**src/rtl/dnsax_pkg.sv**
```systemverilog
// Shared types, codes and helpers of the DNS answer record extractor.
package dnsax_pkg;

  // Parse phases, one-hot.
  typedef enum logic [9:0] {
    PH_HEADER = 10'b00_0000_0001,
    PH_QNAME  = 10'b00_0000_0010,
    PH_QPTR   = 10'b00_0000_0100,
    PH_QTAIL  = 10'b00_0000_1000,
    PH_ANAME  = 10'b00_0001_0000,
    PH_APTR   = 10'b00_0010_0000,
    PH_AFIX   = 10'b00_0100_0000,
    PH_DATA   = 10'b00_1000_0000,
    PH_DONE   = 10'b01_0000_0000,
    PH_SKIP   = 10'b10_0000_0000
  } phase_e;

  // Result kinds.
  localparam logic [1:0] RES_ANSWER_HDR = 2'd0;
  localparam logic [1:0] RES_DATA_BYTE  = 2'd1;
  localparam logic [1:0] RES_IGNORED    = 2'd2;
  localparam logic [1:0] RES_TRUNCATED  = 2'd3;

  // Record kinds.
  localparam logic [1:0] REC_ADDRESS = 2'd0;
  localparam logic [1:0] REC_NAME    = 2'd1;
  localparam logic [1:0] REC_TEXT    = 2'd2;
  localparam logic [1:0] REC_OTHER   = 2'd3;

  // Answer type codes.
  localparam logic [15:0] TYPE_A     = 16'd1;
  localparam logic [15:0] TYPE_CNAME = 16'd5;
  localparam logic [15:0] TYPE_PTR   = 16'd12;
  localparam logic [15:0] TYPE_TXT   = 16'd16;

  // Last byte indices of the header and of the fixed fields, counted from zero.
  localparam logic [3:0] HDR_LAST_IDX   = 4'd11;
  localparam logic [3:0] QTAIL_LAST_IDX = 4'd3;
  localparam logic [3:0] AFIX_LAST_IDX  = 4'd9;

  // One result as it travels from parser to output stage.
  typedef struct packed {
    logic [1:0]  result_kind;
    logic [15:0] record_type;
    logic [15:0] record_class_value;
    logic [31:0] time_to_live;
    logic [15:0] data_length;
    logic [7:0]  data_byte;
    logic        final_res;
  } res_t;

  function automatic logic [1:0] record_kind_of(input logic [15:0] rtype);
    logic [1:0] rk;
    rk = REC_OTHER;
    if (rtype == TYPE_A) begin
      rk = REC_ADDRESS;
    end else if (rtype == TYPE_CNAME || rtype == TYPE_PTR) begin
      rk = REC_NAME;
    end else if (rtype == TYPE_TXT) begin
      rk = REC_TEXT;
    end
    return rk;
  endfunction

endpackage

```
**src/rtl/dns_answer_record_extractor_top.sv**
```systemverilog
// DNS answer record extractor:
// Slave stream takes a DNS response one byte per transaction (tdata = byte,
// tlast = final byte of the message). The parser checks the header id against
// the value written on the configuration port, walks question and answer
// names, and emits one result for the answer header and one per rdata byte,
// plus an ignored or truncated marker on the final byte where that applies.
// Master stream carries results; tlast marks the last result of a message.
// A write on cfg_wr_en_i/cfg_wr_data_i sets the expected id and reopens the
// query; write only while no message is in flight.
// Throughput: one byte per cycle while the result queue is not full.
// Each result is written into the queue and then into the output register.
// A FIFO_DEPTH-entry result queue plus the output register decouple the
// sides: when the receiver stalls, bytes are still taken until the queue
// fills, then s_axis_tready_o drops. Reset clears the parser, empties the
// queue and sets the expected id to zero (all responses ignored).
module dns_answer_record_extractor_top #(
  parameter int unsigned FIFO_DEPTH = 4
) (
  input  logic        clk_i,
  input  logic        rst_ni,
  input  logic        cfg_wr_en_i,
  input  logic [15:0] cfg_wr_data_i,
  input  logic        s_axis_tvalid_i,
  output logic        s_axis_tready_o,
  input  logic [7:0]  s_axis_tdata_i,   // msg_byte
  input  logic        s_axis_tlast_i,   // msg_last
  output logic        m_axis_tvalid_o,
  input  logic        m_axis_tready_i,
  // record_type [15:0], record_class_value [31:16], time_to_live [63:32],
  // data_length [79:64], data_byte [87:80]
  output logic [87:0] m_axis_tdata_o,
  output logic [3:0]  m_axis_tuser_o,   // result_kind [1:0], record_kind [3:2]
  output logic        m_axis_tlast_o    // final_res
);
  import dnsax_pkg::*;

  logic full, empty, pop, res_vld, accept;
  res_t res, head;

  assign s_axis_tready_o = !full;
  assign accept          = s_axis_tvalid_i && !full;

  dnsax_parser u_parser (
    .clk_i        (clk_i),
    .rst_ni       (rst_ni),
    .cfg_wr_en_i  (cfg_wr_en_i),
    .cfg_wr_data_i(cfg_wr_data_i),
    .byte_vld_i   (accept),
    .byte_i       (s_axis_tdata_i),
    .last_i       (s_axis_tlast_i),
    .res_vld_o    (res_vld),
    .res_o        (res)
  );

  dnsax_fifo #(
    .Depth(FIFO_DEPTH)
  ) u_fifo (
    .clk_i      (clk_i),
    .rst_ni     (rst_ni),
    .push_i     (res_vld),
    .push_data_i(res),
    .pop_i      (pop),
    .pop_data_o (head),
    .full_o     (full),
    .empty_o    (empty)
  );

  dnsax_out u_out (
    .clk_i          (clk_i),
    .rst_ni         (rst_ni),
    .q_empty_i      (empty),
    .q_data_i       (head),
    .q_pop_o        (pop),
    .m_axis_tvalid_o(m_axis_tvalid_o),
    .m_axis_tready_i(m_axis_tready_i),
    .m_axis_tdata_o (m_axis_tdata_o),
    .m_axis_tuser_o (m_axis_tuser_o),
    .m_axis_tlast_o (m_axis_tlast_o)
  );

endmodule

```
**src/rtl/dnsax_parser.sv**
```systemverilog
// Front end: byte-wise message parser that classifies bytes and builds results.
module dnsax_parser (
  input  logic              clk_i,
  input  logic              rst_ni,
  input  logic              cfg_wr_en_i,
  input  logic [15:0]       cfg_wr_data_i,
  input  logic              byte_vld_i,
  input  logic [7:0]        byte_i,
  input  logic              last_i,
  output logic              res_vld_o,
  output dnsax_pkg::res_t   res_o
);
  import dnsax_pkg::*;

  phase_e      phase_q, phase_d;
  logic [3:0]  cnt_q, cnt_d;
  logic [7:0]  lbl_q, lbl_d;
  logic [15:0] id_q, id_d;
  logic [15:0] type_q, type_d;
  logic [15:0] class_q, class_d;
  logic [31:0] ttl_q, ttl_d;
  logic [15:0] len_q, len_d;
  logic [15:0] left_q, left_d;
  logic        qopen_q, qopen_d;
  logic [15:0] exp_id_q;
  logic [15:0] id_full;

  assign id_full = {id_q[15:8], byte_i};

  always_comb begin
    phase_d   = phase_q;
    cnt_d     = cnt_q;
    lbl_d     = lbl_q;
    id_d      = id_q;
    type_d    = type_q;
    class_d   = class_q;
    ttl_d     = ttl_q;
    len_d     = len_q;
    left_d    = left_q;
    qopen_d   = qopen_q;
    res_vld_o = 1'b0;
    res_o     = '0;

    if (byte_vld_i) begin
      unique case (phase_q)
        PH_HEADER: begin
          if (cnt_q == 4'd0) begin
            id_d = {byte_i, 8'h00};
          end else if (cnt_q == 4'd1) begin
            id_d = id_full;
            if (qopen_q && exp_id_q != 16'd0 && id_full == exp_id_q) begin
              qopen_d = 1'b0;
            end else begin
              phase_d = PH_SKIP;
            end
          end
          if (phase_d == PH_HEADER) begin
            cnt_d = cnt_q + 4'd1;
            if (cnt_q == HDR_LAST_IDX) begin
              phase_d = PH_QNAME;
              cnt_d   = '0;
              lbl_d   = '0;
            end
          end
        end
        PH_QNAME, PH_ANAME: begin
          if (lbl_q != 8'd0) begin
            lbl_d = lbl_q - 8'd1;
          end else if (byte_i[7:6] != 2'b00) begin
            phase_d = (phase_q == PH_QNAME) ? PH_QPTR : PH_APTR;
          end else if (byte_i == 8'd0) begin
            phase_d = (phase_q == PH_QNAME) ? PH_QTAIL : PH_AFIX;
            cnt_d   = '0;
          end else begin
            lbl_d = byte_i;
          end
        end
        PH_QPTR: begin
          phase_d = PH_QTAIL;
          cnt_d   = '0;
        end
        PH_QTAIL: begin
          cnt_d = cnt_q + 4'd1;
          if (cnt_q == QTAIL_LAST_IDX) begin
            phase_d = PH_ANAME;
            cnt_d   = '0;
            lbl_d   = '0;
          end
        end
        PH_APTR: begin
          phase_d = PH_AFIX;
          cnt_d   = '0;
        end
        PH_AFIX: begin
          if (cnt_q < 4'd2) begin
            type_d = {type_q[7:0], byte_i};
          end else if (cnt_q < 4'd4) begin
            class_d = {class_q[7:0], byte_i};
          end else if (cnt_q < 4'd8) begin
            ttl_d = {ttl_q[23:0], byte_i};
          end else begin
            len_d = {len_q[7:0], byte_i};
          end
          cnt_d = cnt_q + 4'd1;
          if (cnt_q == AFIX_LAST_IDX) begin
            cnt_d                    = '0;
            left_d                   = len_d;
            res_vld_o                = 1'b1;
            res_o.result_kind        = RES_ANSWER_HDR;
            res_o.record_type        = type_d;
            res_o.record_class_value = class_d;
            res_o.time_to_live       = ttl_d;
            res_o.data_length        = len_d;
            res_o.final_res          = (len_d == 16'd0);
            phase_d                  = (len_d == 16'd0) ? PH_DONE : PH_DATA;
          end
        end
        PH_DATA: begin
          left_d                   = left_q - 16'd1;
          res_vld_o                = 1'b1;
          res_o.result_kind        = RES_DATA_BYTE;
          res_o.record_type        = type_q;
          res_o.record_class_value = class_q;
          res_o.time_to_live       = ttl_q;
          res_o.data_length        = len_q;
          res_o.data_byte          = byte_i;
          res_o.final_res          = (left_d == 16'd0);
          if (left_d == 16'd0) begin
            phase_d = PH_DONE;
          end
        end
        PH_DONE, PH_SKIP: begin
        end
        default: begin
        end
      endcase

      // End of message: report ignored or cut-short messages, then restart.
      if (last_i) begin
        if (phase_d != PH_DONE) begin
          res_vld_o         = 1'b1;
          res_o             = '0;
          res_o.result_kind = (phase_d == PH_SKIP) ? RES_IGNORED : RES_TRUNCATED;
          res_o.final_res   = 1'b1;
        end
        phase_d = PH_HEADER;
        cnt_d   = '0;
        lbl_d   = '0;
        id_d    = '0;
        type_d  = '0;
        class_d = '0;
        ttl_d   = '0;
        len_d   = '0;
        left_d  = '0;
      end
    end
  end

  always_ff @(posedge clk_i or negedge rst_ni) begin
    if (!rst_ni) begin
      phase_q  <= PH_HEADER;
      cnt_q    <= '0;
      lbl_q    <= '0;
      id_q     <= '0;
      type_q   <= '0;
      class_q  <= '0;
      ttl_q    <= '0;
      len_q    <= '0;
      left_q   <= '0;
      qopen_q  <= 1'b1;
      exp_id_q <= '0;
    end else begin
      phase_q <= phase_d;
      cnt_q   <= cnt_d;
      lbl_q   <= lbl_d;
      id_q    <= id_d;
      type_q  <= type_d;
      class_q <= class_d;
      ttl_q   <= ttl_d;
      len_q   <= len_d;
      left_q  <= left_d;
      // A register write reopens the query.
      if (cfg_wr_en_i) begin
        exp_id_q <= cfg_wr_data_i;
        qopen_q  <= 1'b1;
      end else begin
        qopen_q <= qopen_d;
      end
    end
  end

endmodule

```
**src/rtl/dnsax_fifo.sv**
```systemverilog
// Short result queue between parser and output stage.
module dnsax_fifo #(
  parameter int unsigned Depth = 4
) (
  input  logic            clk_i,
  input  logic            rst_ni,
  input  logic            push_i,
  input  dnsax_pkg::res_t push_data_i,
  input  logic            pop_i,
  output dnsax_pkg::res_t pop_data_o,
  output logic            full_o,
  output logic            empty_o
);
  import dnsax_pkg::*;

  localparam int unsigned PtrW = (Depth > 1) ? $clog2(Depth) : 1;
  localparam int unsigned CntW = $clog2(Depth + 1);
  localparam logic [CntW-1:0] DepthCnt = CntW'(Depth);
  localparam logic [PtrW-1:0] LastPtr  = PtrW'(Depth - 1);

  res_t            mem_q [Depth];
  logic [PtrW-1:0] wr_ptr_q, rd_ptr_q;
  logic [CntW-1:0] cnt_q;
  logic            do_push, do_pop;

  assign full_o     = (cnt_q == DepthCnt);
  assign empty_o    = (cnt_q == '0);
  assign do_push    = push_i && !full_o;
  assign do_pop     = pop_i && !empty_o;
  assign pop_data_o = mem_q[rd_ptr_q];

  always_ff @(posedge clk_i) begin
    if (do_push) begin
      mem_q[wr_ptr_q] <= push_data_i;
    end
  end

  always_ff @(posedge clk_i or negedge rst_ni) begin
    if (!rst_ni) begin
      wr_ptr_q <= '0;
      rd_ptr_q <= '0;
      cnt_q    <= '0;
    end else begin
      if (do_push) begin
        wr_ptr_q <= (wr_ptr_q == LastPtr) ? '0 : wr_ptr_q + 1'b1;
      end
      if (do_pop) begin
        rd_ptr_q <= (rd_ptr_q == LastPtr) ? '0 : rd_ptr_q + 1'b1;
      end
      if (do_push && !do_pop) begin
        cnt_q <= cnt_q + 1'b1;
      end else if (do_pop && !do_push) begin
        cnt_q <= cnt_q - 1'b1;
      end
    end
  end

endmodule

```
**src/rtl/dnsax_out.sv**
```systemverilog
// Back end: output register that classifies the record and drives the stream.
module dnsax_out (
  input  logic            clk_i,
  input  logic            rst_ni,
  input  logic            q_empty_i,
  input  dnsax_pkg::res_t q_data_i,
  output logic            q_pop_o,
  output logic            m_axis_tvalid_o,
  input  logic            m_axis_tready_i,
  output logic [87:0]     m_axis_tdata_o,
  output logic [3:0]      m_axis_tuser_o,
  output logic            m_axis_tlast_o
);
  import dnsax_pkg::*;

  logic        vld_q;
  logic [87:0] data_q;
  logic [3:0]  user_q;
  logic        last_q;
  logic [1:0]  rec_kind;
  logic        load;

  // Load whenever the queue holds a result and the register is empty or its transaction completes.
  assign load    = !q_empty_i && (!vld_q || m_axis_tready_i);
  assign q_pop_o = load;

  always_comb begin
    rec_kind = REC_ADDRESS;
    if (q_data_i.result_kind == RES_ANSWER_HDR || q_data_i.result_kind == RES_DATA_BYTE) begin
      rec_kind = record_kind_of(q_data_i.record_type);
    end
  end

  always_ff @(posedge clk_i) begin
    if (load) begin
      data_q <= {q_data_i.data_byte, q_data_i.data_length, q_data_i.time_to_live,
                 q_data_i.record_class_value, q_data_i.record_type};
      user_q <= {rec_kind, q_data_i.result_kind};
      last_q <= q_data_i.final_res;
    end
  end

  always_ff @(posedge clk_i or negedge rst_ni) begin
    if (!rst_ni) begin
      vld_q <= 1'b0;
    end else if (load) begin
      vld_q <= 1'b1;
    end else if (m_axis_tready_i) begin
      vld_q <= 1'b0;
    end
  end

  assign m_axis_tvalid_o = vld_q;
  assign m_axis_tdata_o  = data_q;
  assign m_axis_tuser_o  = user_q;
  assign m_axis_tlast_o  = last_q;

endmodule
```
**config.mk**
```make
export PLATFORM = sky130hd
export DESIGN_NAME = dns_answer_record_extractor_top
export DESIGN_NICKNAME = d
export VERILOG_FILES = /design/src/rtl/dnsax_pkg.sv /design/src/rtl/dns_answer_record_extractor_top.sv /design/src/rtl/dnsax_parser.sv /design/src/rtl/dnsax_fifo.sv /design/src/rtl/dnsax_out.sv
export SDC_FILE = /design/constraint.sdc
export NUM_CORES = 1
export LEC_CHECK = 0
export ABC_AREA = 0
export BUFFER_PORTS_ARGS = -buffer_cell sky130_fd_sc_hd__buf_2
export CORE_MARGIN = 3
export CORE_UTILIZATION = 25
export DETAILED_ROUTE_END_ITERATION = 10
export MAX_ROUTING_LAYER = met4
export SLEW_MARGIN = 10
export SYNTH_ARGS = -nofsm -noshare
export SYNTH_HDL_FRONTEND = slang
export SYNTH_SLANG_ARGS = --single-unit
```
**constraint.sdc**
```tcl
create_clock -name clk_i -period 9.05 [get_ports clk_i]
set_input_delay 1.3575 -clock clk_i [delete_from_list [all_inputs] [get_ports clk_i]]
set_output_delay 1.3575 -clock clk_i [all_outputs]
set_load 0.05 [all_outputs]
```
Word level (Yosys, flattened, before mapping)
Memory sizes are Yosys's and may differ from the RTL's. Index checks and enable logic that the tools add are counted.

Reductions and logical operators: 47. Bitwise gates (word level): 1. Add/sub/neg operators: 7. Magnitude comparators: 3. Mux-type cells: 92. Equality and inequality tests: 34.

Operators by type and width (number): $mux 16 (19); $mux 91 (3); $pmux 81 s2 (1); $mux 32 (5); $mux 10 (15); $mux 80 (1); $mux 8 (9); $pmux 10 s7 (1); $logic_not 16->1 (2); $mux 4 (8); $pmux 16 s2 (1); $pmux 8 s3 (1); $eq 10x1->1 const B (2); $pmux 4 s5 (1); $reduce_bool 2->1 (10); $mux 1 (18); $eq 16x1->1 const B (1); $eq 16x16->1 (1); $eq 16x3->1 const B (1); $eq 16x4->1 const B (1); $eq 16x5->1 const B (1); $reduce_bool 16->1 (1); $sub 16x1->16 const B (1); $ne 3x2->1 const B (5); other kinds (51) (75).

Bits in registers: 244. Logic and storage cells: 205. Output and inout bits: 95. Memories kept: 1. Bits in writable memories: 364. Bits of input ports: 30.

Memory list: u_fifo.mem_q (depth 4, width 91, read ports 1, clocked after memory_dff 0, write ports 1, RTL line dnsax_fifo.sv:21) `res_t mem_q [Depth];`.

Longest topological paths before layout
Gate-level depths: netlist of run 1.

Word-level depth: 21. Gate-level depth with buffers: 19. Gate-level depth less buffers: 16.

Modules after synthesis
Synthesis of run 1 repeated with hierarchy kept, for this count alone.

Cells, all modules: 1590. Area total of the unflattened synthesis: 25071.5 sq um.

By module, submodules not included: dnsax_fifo (instances 1, seq. area each 11105.7 sq um, area each 13571.8 sq um, cells each 512); dnsax_parser (instances 1, seq. area each 3580.9 sq um, area each 8585.7 sq um, cells each 967); dnsax_out (instances 1, seq. area each 2817.7 sq um, area each 2904.0 sq um, cells each 109); dns_answer_record_extractor_top (instances 1, seq. area each 0.0 sq um, area each 10.0 sq um, cells each 2).

Worst setup path after synthesis of run 1
No wires, ideal clock.

Path type: input-to-reg. Start point: input port s_axis_tdata_i[6]. End point: memory u_fifo.mem_q[0][0] (netlist bit) (enable). Path buffers: 1. Required time: 8.375 ns. Library setup time: 0.675 ns. Slack: -1.209 ns. Data arrival time: 9.583 ns. Stages on the path: 9. Cell sequence: clkbuf_1 -> xor2_1 -> nor4_1 -> nand4_1 -> o21ba_2 -> o211a_1 -> o21ai_0 -> nor4_1 -> a211oi_1.

Word-level cells in the longest chain between the ends: 18. Elaborated cells on any way between the ends: 32. Classes of those cells: eq/ne (3); mux (24); reduce/logical (5).

RTL lines: start: declaration (RTL line dns_answer_record_extractor_top.sv:25) `input logic [7:0] s_axis_tdata_i,`; $eq 16x16->1 (RTL line dnsax_parser.sv:51) `if (qopen_q && exp_id_q != 16'd0 && id_full == exp_id_q) begin`; $logic_and 1x1->1 (RTL line dnsax_parser.sv:51); $mux 10 (RTL line dnsax_parser.sv:51); $mux 10 (RTL line dnsax_parser.sv:49) `end else if (cnt_q == 4'd1) begin`; $mux 10 (RTL line dnsax_parser.sv:47) `if (cnt_q == 4'd0) begin`; $mux 10 (RTL line dnsax_parser.sv:45) `unique case (phase_q)`; $mux 10 (RTL line dnsax_parser.sv:44) `if (byte_vld_i) begin`; $eq 10x1->1 or $mux 10 (tied branches) (RTL line dnsax_parser.sv:57, dnsax_parser.sv:59); [... 2 more ...]; $mux 10 (*) (RTL line dnsax_parser.sv:44); $ne 10x9->1 (*) (RTL line dnsax_parser.sv:140) `if (phase_d != PH_DONE) begin`; $mux 1 (*) (RTL line dnsax_parser.sv:140); $mux 1 (*) (RTL line dnsax_parser.sv:139) `if (last_i) begin`; $mux 1 (*) (RTL line dnsax_parser.sv:44); $logic_and 1x1->1 (*) (RTL line dnsax_fifo.sv:28) `assign do_push = push_i && !full_o;`; $mux 1 (*) (RTL line dnsax_fifo.sv:33) `if (do_push) begin`; $mux 1 (implied by the code) (*) (RTL line dnsax_fifo.sv:34) `mem_q[wr_ptr_q] <= push_data_i;`; end: declaration (RTL line dnsax_fifo.sv:21).

Every way passes the cells marked *; elsewhere a longest branch is shown, timed or not. The select of a mux whose other input is x is not followed.

Worst setup path in the final report of run 1
Start point: register u_parser.phase_q[3]. End point: memory u_fifo.mem_q[1][44] (netlist bit) (enable).

Word-level cells in the longest chain between the ends: 16. Elaborated cells on any way between the ends: 35. Classes of those cells: eq/ne (10); mux (23); reduce/logical (2).

RTL lines: start: declaration (RTL line dnsax_parser.sv:15) `phase_e phase_q, phase_d;`; start signal: assignment (RTL line dnsax_parser.sv:173) `phase_q <= phase_d;`; $mux 10 (RTL line dnsax_parser.sv:51); $mux 10 (RTL line dnsax_parser.sv:49); $mux 10 (RTL line dnsax_parser.sv:47); $mux 10 (RTL line dnsax_parser.sv:45); $mux 10 (RTL line dnsax_parser.sv:44); $eq 10x1->1 or $mux 10 (tied branches) (RTL line dnsax_parser.sv:57, dnsax_parser.sv:59); $mux 10 (RTL line dnsax_parser.sv:57) `if (phase_d == PH_HEADER) begin`; $pmux 10 s7 (RTL line dnsax_parser.sv:45); $mux 10 (RTL line dnsax_parser.sv:44); $ne 10x9->1 (RTL line dnsax_parser.sv:140); $mux 1 (RTL line dnsax_parser.sv:140); $mux 1 (*) (RTL line dnsax_parser.sv:139); $mux 1 (*) (RTL line dnsax_parser.sv:44); $logic_and 1x1->1 (*) (RTL line dnsax_fifo.sv:28); $mux 1 (*) (RTL line dnsax_fifo.sv:33); $mux 1 (implied by the code) (*) (RTL line dnsax_fifo.sv:34).

Marks and branches as above.

==> results of run 1 <==
==> metrics by stage <==
| stage | area (µm²) | setup WS (ns) | setup TNS (ns) |
|---|---|---|---|
| after global placement | 27000 | 3.27 | 0 |
| after floorplan | 24900 | -1.21 | -439.97 |
| after detailed placement | 27000 | 3.19 | 0 |
| after global routing | 29100 | 2.78 | 0 |
| after CTS | 29100 | 3.21 | 0 |
| final | 29100 | 3.23 | 0 |
==> where the power goes <==
part / internal, mW / total, mW / switching, mW
Sequential: 3.54 / 3.77 / 0.224
Clock: 1.44 / 2.53 / 1.09
Combinational: 0.697 / 2.30 / 1.60
==> state kept, by name (all words and copies together) (netlist names), 3 cells and up <==
signal and cells:
u_parser.id_q 8, u_parser.ttl_q 32, u_parser.lbl_q 8, u_parser.class_q 16, u_parser.left_q 16, u_out.m_axis_tdata_o 88, u_parser.type_q 16, u_parser.exp_id_q 16
u_out.m_axis_tuser_o 4, u_fifo.cnt_q 3, u_parser.cnt_q 4, u_parser.phase_q 10, u_fifo.mem_q 364, u_parser.len_q 16
==> worst register-to-register path, cell delays in order, from the launching register on <==
cell and delay, ns:
dfrtp_1 0.49, nor4_1 0.72, nand4_1 0.99, nand2_4 0.99, o21ai_2 0.39, buf_4 0.31, a211oi_4 0.21, buf_4 0.50
buf_4 0.78
==> logic make-up (layout without fill, tap and decap cells) <==
group	Yosys count	in the layout
buffers and inverters	136	300
other	0	5
DFF	608	608
adders and majority gates	13	13
AOI/OAI and AO/OA	273	273
xor gates and xnor gates	26	26
muxes	128	128
and+or+nand+nor	411	411
==> final timing paths <==
kind,start,end,slack [ns]
min,u_fifo.cnt_q[2],u_fifo.cnt_q[2],0.50
max reg2reg,u_parser.phase_q[3],u_fifo.mem_q[1][44],3.23
min in group asynchronous,rst_ni,u_parser.left_q[13],0.69
min reg2reg,u_fifo.cnt_q[2],u_fifo.cnt_q[2],0.50
max,u_parser.phase_q[3],u_fifo.mem_q[1][44],3.23
max in group asynchronous,rst_ni,u_parser.type_q[11],6.61
==> cell type report <==
| class | count | area [µm²] | area share |
|---|---|---|---|
| clock buffers | 89 | 1800 | 0.0619 |
| clock inverters | 32 | 245 | 0.00844 |
| inverters | 26 | 97.6 | 0.00336 |
| flip-flops and latches | 608 | 17500 | 0.603 |
| multi-input cells | 851 | 6940 | 0.239 |
| diodes | 5 | 12.5 | 0.000430 |
| repair buffers | 153 | 845 | 0.0291 |
| well taps | 1287 | 1610 | 0.0554 |
==> cell usage in the layout (no fill, tap or decap), types with 7 or more instances in the layout <==
| cell type | netlist | layout |
|---|---|---|
| nor4_1 | 35 | 31 |
| and2_1 | 8 | 8 |
| xor2_1 | 20 | 20 |
| nand3_1 | 10 | 10 |
| ha_1 | 12 | 12 |
| nor2_1 | 53 | 53 |
| buf_4 | 0 | 29 |
| edfxtp_1 | 457 | 457 |
| mux4_2 | 91 | 91 |
| clkinv_1 | 0 | 7 |
| a22o_1 | 82 | 82 |
| o31ai_1 | 9 | 9 |
| nor3_2 | 11 | 11 |
| mux2i_1 | 12 | 12 |
| and3_1 | 11 | 11 |
| o21ai_0 | 67 | 66 |
| inv_1 | 26 | 26 |
| a21oi_1 | 34 | 33 |
| a22oi_1 | 15 | 15 |
| clkinv_2 | 0 | 12 |
| or3_1 | 9 | 9 |
| nand4_1 | 13 | 13 |
| clkbuf_1 | 82 | 18 |
| nand2_1 | 121 | 119 |
| nand2b_1 | 8 | 8 |
| clkbuf_16 | 0 | 67 |
| buf_2 | 10 | 123 |
| nor3_1 | 105 | 105 |
| a31oi_1 | 12 | 12 |
| mux2_2 | 25 | 25 |
| dfrtp_1 | 149 | 147 |
==> per-layer routing <==
| layer | track usage | wire (µm) | vias to the layer above |
|---|---|---|---|
| li1 | - | - | 6512 |
| met1 | 0.160 | 26800 | 7536 |
| met2 | 0.192 | 29900 | 405 |
| met3 | 0.0206 | 3320 | 86 |
| met4 | 0.0307 | 1020 | 0 |
| met5 | - | 0 | - |
==> impl_metrics.csv, run 1 <==
group,metric,value,unit
status,status,"completed",
detailed_routing,vias,14500,
yosys,yosys.area.top_type,"edfxtp_1",
clocking,tritoncts,"built",
place,hpwl,39.2,mm
final_layout,fill_cells,9695,
yosys,yosys_warnings,0,
global_routing,first_global_vias,14800,
global_routing,grt_start_max_net_pins,90,
place,dp_cells,2925,
floorplanning,core-area,98600,µm²
floorplanning,io_pins,125,
critical_path,path_depth,8,
detailed_routing,wl_per_cell,20.0,µm
critical_path,end_kind,"flop",
clocking,cts-root-buf,"clkbuf_16",
clocking,clock_path_buffers,3,
power_and_ir_drop,p_leak,10.1,nW
detailed_routing,viasPerCell,4.77,
detailed_routing,drtAntennaViolNets,0,
yosys,synth_top_family_by_area,"multiplexers",
yosys,synth-adder-area-share,0.00684,
final_layout,final_nets,1749,
detailed_routing,dr.first_iter.drc_count,1219,
timing,final-setup-viol-count,0,
clocking,numCtsBuffers,66,
timing,relSlewSlack,0.200,
critical_path,critPathKind,"flop to flop",
yosys,synth_top_cell_area_share,0.552,
yosys,synth_flop_cell,"edfxtp_1",
clocking,hold_buffers,0,
job,cap_violations,0,
yosys,yosysMostFrequentCell,"edfxtp_1",
global_routing,track_usage,0.121,
global_routing,overflow,0,
critical_path,cpMaxStageDelayCell,"nand4_1",
yosys,ys_types,66,
floorplanning,initial_utilization,0.252,
timing,tightest_slew,1.19,ns
detailed_routing,drt-total-wl,61.0,mm
timing,drv_slew,0,
critical_path,crit_fanout,66,
critical_path,path_buf_inv,3,
floorplanning,die_w,321,µm
critical_path,path_delay_family,"simple AND/OR/NAND/NOR gates",
critical_path,path_cells,"nor4_1 > nand4_1 > nand2_4 > o21ai_2 > buf_4 > a211oi_4 > buf_4 > buf_4",
final_layout,drive_gt1_frac,0.229,
yosys,synth_edf_count,457,
floorplanning,die-area,103000,µm²
timing,period_needed,5.82,ns
yosys,yosysSeqAreaShare,0.703,
clocking,postCtsSetupBuffers,0,
power_and_ir_drop,peakVddDrop,0.171,mV
yosys,synth_common_cells,"edfxtp_1, dfrtp_1, nand2_1, nor3_1, mux4_2",
timing,hold_violations,0,
yosys,synthesis.area,24900,µm²
yosys,ys_async_sr_fraction,0.248,
clocking,clk_latency,0.61,ns
yosys,synth-simple-area-share,0.0831,
yosys,synth_xor_area_frac,0.00915,
place,place.port_buffers,124,
critical_path,worstPathArrival,6.02,ns
critical_path,crit_path_start_kind,"flop",
yosys,synth_fp_nets,1638,
final_layout,fin_util,0.295,
worst_hold_path,holdPathStages,1,
timing,finalClockSkew,0.0382,ns
power_and_ir_drop,p_per_area,296,nW/µm²
yosys,synthMuxAreaShare,0.0985,
critical_path,reg2reg_depth,8,
detailed_routing,firstDrtPassIters,7,
global_routing,grt_pass1_wl,94.0,mm
timing,hold_slack,0.500,ns
final_layout,fin_cells,3051,
yosys,yosys-top-cells-area,"edfxtp_1, dfrtp_1, mux4_2, a22o_1, nor3_1",
yosys,synth_cells,1595,
yosys,ys_seq_elements,608,
yosys,synth_area_per_cell,15.6,µm²
critical_path,critPathRequiredTime,9.25,ns
final_layout,syn_to_final_growth,16.8,%
floorplanning,die_y,321,µm
detailed_routing,drcViolationCount,0,
clocking,cts_resized,0,
global_routing,antenna_found_initial,10,
timing,rsz0062_at_grt,"false",
yosys,synth_compound_area_frac,0.0770,
power_and_ir_drop,total_power,8.59,mW
floorplanning,rows,115,
clocking,cts.sinks,608,
clocking,htreeDepth,3,
worst_hold_path,min_path_type,"flop to flop",
timing,max_clock_freq,0.172,GHz
clocking,clk_pin_slew,0.06,ns
timing,fin_crit_sh,0.643,
critical_path,max_stage_delay,0.98,ns
place,place.gp.congestion,0.848,
critical_path,crit_path_frequent_cell,"buf_4",
No activity file was read; power rests on OpenSTA's default activity.
==> inputs of run 2 (changes only) <==
ABC_AREA = 1   (was 0)
clock period = 5.14 ns   (was 9.05 ns; I/O delays follow)
==> impl_metrics.csv, run 2 <==
group,metric,value,unit
critical_path,path_cells,"inv_1 > nor3_2 > inv_1 > nand2_1 > nand2_1 > nor2_1 > nand2_1 > inv_1 > nand3_1 > nor2_2 > nand4_4 > nand2_4 > nand2_4 > buf_4 > nor2_2",
clocking,tritoncts,"built",
timing,final-setup-viol-count,0,
yosys,synth_fp_nets,2487,
clocking,cts_resized,0,
critical_path,crit_end,"u_fifo.mem_q[3][58]",
timing,drv_slew,0,
clocking,hold_buffers,0,
yosys,synth_edf_count,457,
final_layout,seq_area,17500,µm²
clocking,cts-root-buf,"clkbuf_16",
place,hpwl,46.2,mm
power_and_ir_drop,p_leak,11.1,nW
critical_path,critPathRequiredTime,5.59,ns
power_and_ir_drop,intPower,10.3,mW
yosys,synth_top_cell_area_share,0.519,
yosys,synth_common_cells,"edfxtp_1, o21ai_0, nand2_1, inv_1, nor2_1",
floorplanning,io_pins,125,
global_routing,grt_start_max_net_pins,97,
detailed_routing,wl_per_cell,18.0,µm
status,status,"completed",
floorplanning,die_w,331,µm
critical_path,r2r_end,"u_fifo.mem_q[3][58]",
timing,max_clock_freq,0.240,GHz
floorplanning,die_y,331,µm
timing,relSlewSlack,0.248,
global_routing,antenna_found_initial,5,
power_and_ir_drop,p_per_area,552,nW/µm²
power_and_ir_drop,clkPwrFrac,0.276,
global_routing,track_usage,0.130,
yosys,yosysSeqAreaShare,0.662,
critical_path,crit_fanout,48,
final_layout,final_nets,2588,
power_and_ir_drop,swShare,0.395,
timing,tns,0,ns
global_routing,overflow,0,
power_and_ir_drop,peakVddDrop,0.270,mV
place,place.gp.congestion,0.898,
detailed_routing,drtAntennaViolNets,0,
timing,finalClockSkew,0.0261,ns
global_routing,first_global_vias,17400,
critical_path,reg2reg_depth,15,
final_layout,fill_cells,10800,
final_layout,largest_reg_flops,364,
job,cap_violations,0,
clocking,cts.sinks,608,
critical_path,crit_start,"u_parser.cnt_q[3]",
worst_hold_path,min_path_type,"input pin to async pin",
yosys,synth_flop_cell,"edfxtp_1",
yosys,yosysMostFrequentCell,"edfxtp_1",
final_layout,fin_cells,3981,
critical_path,worstReg2RegStart,"u_parser.cnt_q[3]",
yosys,ys_seq_elements,608,
clocking,clk_latency,0.62,ns
detailed_routing,viasPerCell,4.65,
critical_path,worstPathArrival,4.60,ns
floorplanning,initial_utilization,0.254,
critical_path,cpMaxStageDelayCell,"dfrtp_1",
clocking,clk_pin_slew,0.06,ns
floorplanning,core-area,104000,µm²
critical_path,crit_path_start_kind,"flop",
critical_path,reg2reg_slack,0.98,ns
timing,period_needed,4.16,ns
detailed_routing,firstDrtPassIters,5,
final_layout,syn_to_final_growth,16.6,%
yosys,yosys-top-cells-area,"edfxtp_1, dfrtp_1, o21ai_0, o22ai_1, nand2_1",
yosys,synth_area_per_cell,10.8,µm²
timing,tightest_slew,1.12,ns
clocking,postCtsSetupBuffers,0,
critical_path,critPathKind,"flop to flop",
final_layout,drive_gt1_frac,0.145,
timing,hold_violations,0,
power_and_ir_drop,comb_power_share,0.326,
yosys,ys_async_sr_fraction,0.248,
final_layout,multiInputGateArea,7420,µm²
clocking,htreeDepth,3,
place,dp_cells,3855,
detailed_routing,dr.first_iter.drc_count,1529,
yosys,synth_cells,2444,
place,place.port_buffers,124,
clocking,clock_path_buffers,3,
power_and_ir_drop,switching_power,6.72,mW
yosys,yosys.area.top_type,"edfxtp_1",
detailed_routing,vias,18500,
critical_path,max_stage_delay,1.00,ns
final_layout,largest_register,"u_fifo.mem_q",
detailed_routing,drt-total-wl,71.6,mm
global_routing,grt_pass1_wl,109,mm
timing,rsz0062_at_grt,"false",
timing,fin_crit_sh,0.809,
yosys,yosys_warnings,0,
critical_path,end_kind,"flop",
yosys,synthesis.area,26500,µm²
floorplanning,rows,118,
floorplanning,die-area,110000,µm²
final_layout,final_common_cell,"edfxtp_1",
final_layout,layout_common_cells,"edfxtp_1, o21ai_0, nand2_1",
clocking,numCtsBuffers,68,
yosys,ys_types,51,
power_and_ir_drop,seqPwrFrac,0.398,
detailed_routing,drcViolationCount,0,
## run 2: layer usage
layer | part of all wire | GRT usage | routed length, µm | vias to the layer above
met3 | 0.052 | 0.0246 | 3710 | 102
met4 | 0.021 | 0.0320 | 1510 | 0
met5 | 0 | - | 0 | -
met2 | 0.46 | 0.194 | 32800 | 512
li1 | - | - | - | 8835
met1 | 0.47 | 0.183 | 33600 | 9062
## run 2: how the worst min path moves through the flow
stage                           end  slack, ns  depth (start not counted)
3_3_place_gp      u_parser.lbl_q[0]       0.47                          2
3_5_place_dp       u_parser.qopen_q       0.47                          2
6_report       u_parser.exp_id_q[6]       0.22                          1
4_1_cts        u_parser.exp_id_q[6]       0.24                          1
5_1_grt        u_parser.exp_id_q[2]       0.28                          1
2_1_floorplan      u_parser.qopen_q       0.45                          2
## run 2: cell families after synthesis
| family | synth area share |
|---|---|
| compound gates | 0.137 |
| mux | 0.000378 |
| buf+inv | 0.0595 |
| flops | 0.662 |
| xor+xnor | 0.00430 |
| simple gates | 0.130 |
| fa+ha+maj | 0.00643 |
## run 2: final cells by class
class	instances	share of cell area
Antenna cell	2	0.000162
Clock buffer	89	0.0587
Inverter	271	0.0331
Tap cell	1380	0.0560
Sequential cell	608	0.568
Clock inverter	35	0.0120
Multi-Input combinational cell	1438	0.241
Timing Repair Buffer	158	0.0318
## run 2: worst max-delay path: cells and delay by family (launching register included)
kind / cells / cell delay, ns
buffers and inverters: 4 / 0.85
DFF: 1 / 1.00
and+or+nand+nor: 11 / 2.01
## run 2: power groups by stage
stage	logic (mW)	registers [mW]	clock network, mW
finish	5.55	6.77	4.71
floorplan	2.58	8.13	0
global placement	5.57	6.90	0
detailed placement	5.61	6.90	0
CTS	5.63	6.81	4.83
global route	6.06	6.86	5.03
## run 2: metrics by stage
stage / hold WS, ns / util / power, mW / instance area, µm² / setup slack, ns
2_1_floorplan: 0.450 / - / 10.7 / 26500 / 0.119
6_report: 0.224 / 0.296 / 17.0 / 30800 / 0.982
5_1_grt: 0.283 / 0.296 / 18.0 / 30800 / 0.621
3_5_place_dp: 0.473 / 0.275 / 12.5 / 28700 / 1.10
3_3_place_gp: 0.469 / 0.275 / 12.5 / 28700 / 1.17
4_1_cts: 0.245 / 0.296 / 17.3 / 30800 / 1.09
==> inputs of run 3 (changes only) <==
clock period = 3.9 ns   (was 5.14 ns; I/O delays follow)
==> impl_metrics.csv, run 3 (same netlist as run 2, synthesis figures left out) <==
group,metric,value,unit
detailed_routing,dr.first_iter.drc_count,1702,
clocking,postCtsSetupBuffers,0,
floorplanning,core-area,104000,µm²
timing,fin_ws,0.335,ns
clocking,hold_buffers,0,
place,place.gp.congestion,0.905,
timing,finalClockSkew,0.0332,ns
floorplanning,rows,118,
detailed_routing,vias,18600,
critical_path,max_stage_delay,0.43,ns
status,status,"completed",
final_layout,fill_cells,10700,
power_and_ir_drop,total_power,22.7,mW
final_layout,layout_common_cells,"edfxtp_1, o21ai_0, nand2_1",
place,hpwl,46.2,mm
final_layout,syn_to_final_growth,18.3,%
clocking,numCtsBuffers,67,
timing,final-setup-viol-count,0,
critical_path,cpMaxStageDelayCell,"fa_1",
global_routing,overflow,0,
global_routing,antenna_found_initial,5,
timing,period_needed,3.57,ns
detailed_routing,wl_per_cell,17.5,µm
clocking,clock_path_buffers,3,
clocking,clk_latency,0.62,ns
critical_path,end_kind,"flop",
timing,drv_slew,0,
power_and_ir_drop,p_leak,11.4,nW
detailed_routing,drtAntennaViolNets,0,
final_layout,final_common_cell,"edfxtp_1",
timing,hold_slack,0.00474,ns
critical_path,path_cells,"inv_2 > nand2_1 > inv_1 > nand4_1 > o21ai_2 > nor2_2 > buf_4 > nand3_1 > nand2_1 > nor2_1 > nand3_1 > nor2_2 > nand4_4 > nand3_2 > nand3_2 > ha_1 > inv_1 > fa_1 > nor2_1 > a21oi_1",
critical_path,crit_path_start_kind,"flop",
place,place.port_buffers,124,
power_and_ir_drop,peakVddDrop,0.420,mV
detailed_routing,drt-total-wl,70.1,mm
global_routing,first_global_vias,17800,
timing,tns,0,ns
worst_hold_path,min_path_type,"input pin to async pin",
job,cap_violations,0,
clocking,cts-root-buf,"clkbuf_16",
critical_path,critPathKind,"flop to flop",
floorplanning,initial_utilization,0.254,
final_layout,largest_reg_flops,364,
floorplanning,die-area,110000,µm²
place,place_ws,0.258,ns
timing,rsz0062_at_grt,"false",
global_routing,track_usage,0.128,
detailed_routing,viasPerCell,4.64,
final_layout,drive_gt1_frac,0.163,
global_routing,grt_pass1_wl,109,mm
timing,hold_violations,0,
final_layout,n_antenna_cell,0,
timing,relSlewSlack,0.338,
timing,fin_crit_sh,0.914,
floorplanning,io_pins,125,
power_and_ir_drop,p_per_area,727,nW/µm²
clocking,clk_pin_slew,0.06,ns
timing,max_clock_freq,0.280,GHz
floorplanning,die_w,331,µm
clocking,htreeDepth,3,
detailed_routing,drcViolationCount,0,
clocking,cts.sinks,608,
critical_path,worstPathArrival,4.04,ns
final_layout,final_nets,2624,
floorplanning,die_y,331,µm
global_routing,grt_start_max_net_pins,137,
critical_path,critPathRequiredTime,4.37,ns
critical_path,crit_fanout,9,
timing,tightest_slew,0.987,ns
clocking,tritoncts,"built",
final_layout,largest_register,"u_fifo.mem_q",
detailed_routing,firstDrtPassIters,6,
==> run 3: cell types whose count changed in the layout (fill, tap and decap cells not counted), sizes merged <==
cell / previous run / this run
clkbuf: 89 / 93
buf: 158 / 195
bufinv: 3 / 4
clkinv: 29 / 21
inv: 271 / 273
clkinvlp: 3 / 1
diode: 2 / 0
==> run 3: cell type report <==
cell class / instances / area, µm² / area share
clock inverter: 28 / 337 / 0.0108
timing repair buffer: 195 / 1350 / 0.0431
clock buffer: 93 / 1930 / 0.0616
multi-input combinational: 1438 / 7430 / 0.237
tap: 1380 / 1730 / 0.0552
inverter: 271 / 1020 / 0.0326
sequential: 608 / 17500 / 0.560
==> run 3: per-layer routing <==
layer  global-route usage  wire [µm]
met5                    -          0
met4               0.0265       1100
met3               0.0194       4080
met2                0.192      31800
met1                0.185      33100
==> run 3: path summary, 6_finish.rpt <==
check | from | endpoint | slack [ns] | depth (start not counted)
hold / removal | rst_ni | u_parser.exp_id_q[6] | 0.005 | 1
max in group asynchronous | rst_ni | u_parser.qopen_q | 3.02 | 2
min in group clk_i | m_axis_tready_i | u_out.m_axis_tvalid_o | 0.19 | 2
hold reg to reg | u_parser.lbl_q[1] | u_parser.lbl_q[1] | 0.48 | 2
setup reg to reg | u_parser.phase_q[8] | u_fifo.cnt_q[1] | 0.33 | 20
setup / recovery | u_parser.phase_q[8] | u_fifo.cnt_q[1] | 0.33 | 20
==> run 3: what timing repair did <==
| action | CTS | global route |
|---|---|---|
| endpoints found under the hold margin | 0 | 0 |
| endpoints found under the setup margin | 0 | 2 |
| gates resized for setup | 0 | 3 |
==> run 3: critical path: cells and delay by family, from the launching register on <==
kind	cells	cell delay, ns
buffers and inverters	4	0.56
AND/OR/NAND/NOR	12	1.53
AO/OA/AOI/OAI	2	0.29
flip-flops	1	0.37
adder cells (fa/ha/maj)	2	0.67
==> run 3: per-stage QoR <==
stage | std cells | instance area [µm²] | utilization
finish | 4013 | 31300 | 0.300
global route | 4013 | 31300 | 0.300
CTS | 4013 | 31300 | 0.300
detailed placement | 3892 | 29000 | 0.278
global placement | 3892 | 29000 | 0.278
floorplan | 2444 | 26500 | -
==> run 3: power by group <==
group / switching [mW] / internal [mW] / total, mW
Combinational: 5.70 / 1.79 / 7.49
Sequential: 0.481 / 8.38 / 8.86
Clock: 2.62 / 3.77 / 6.39
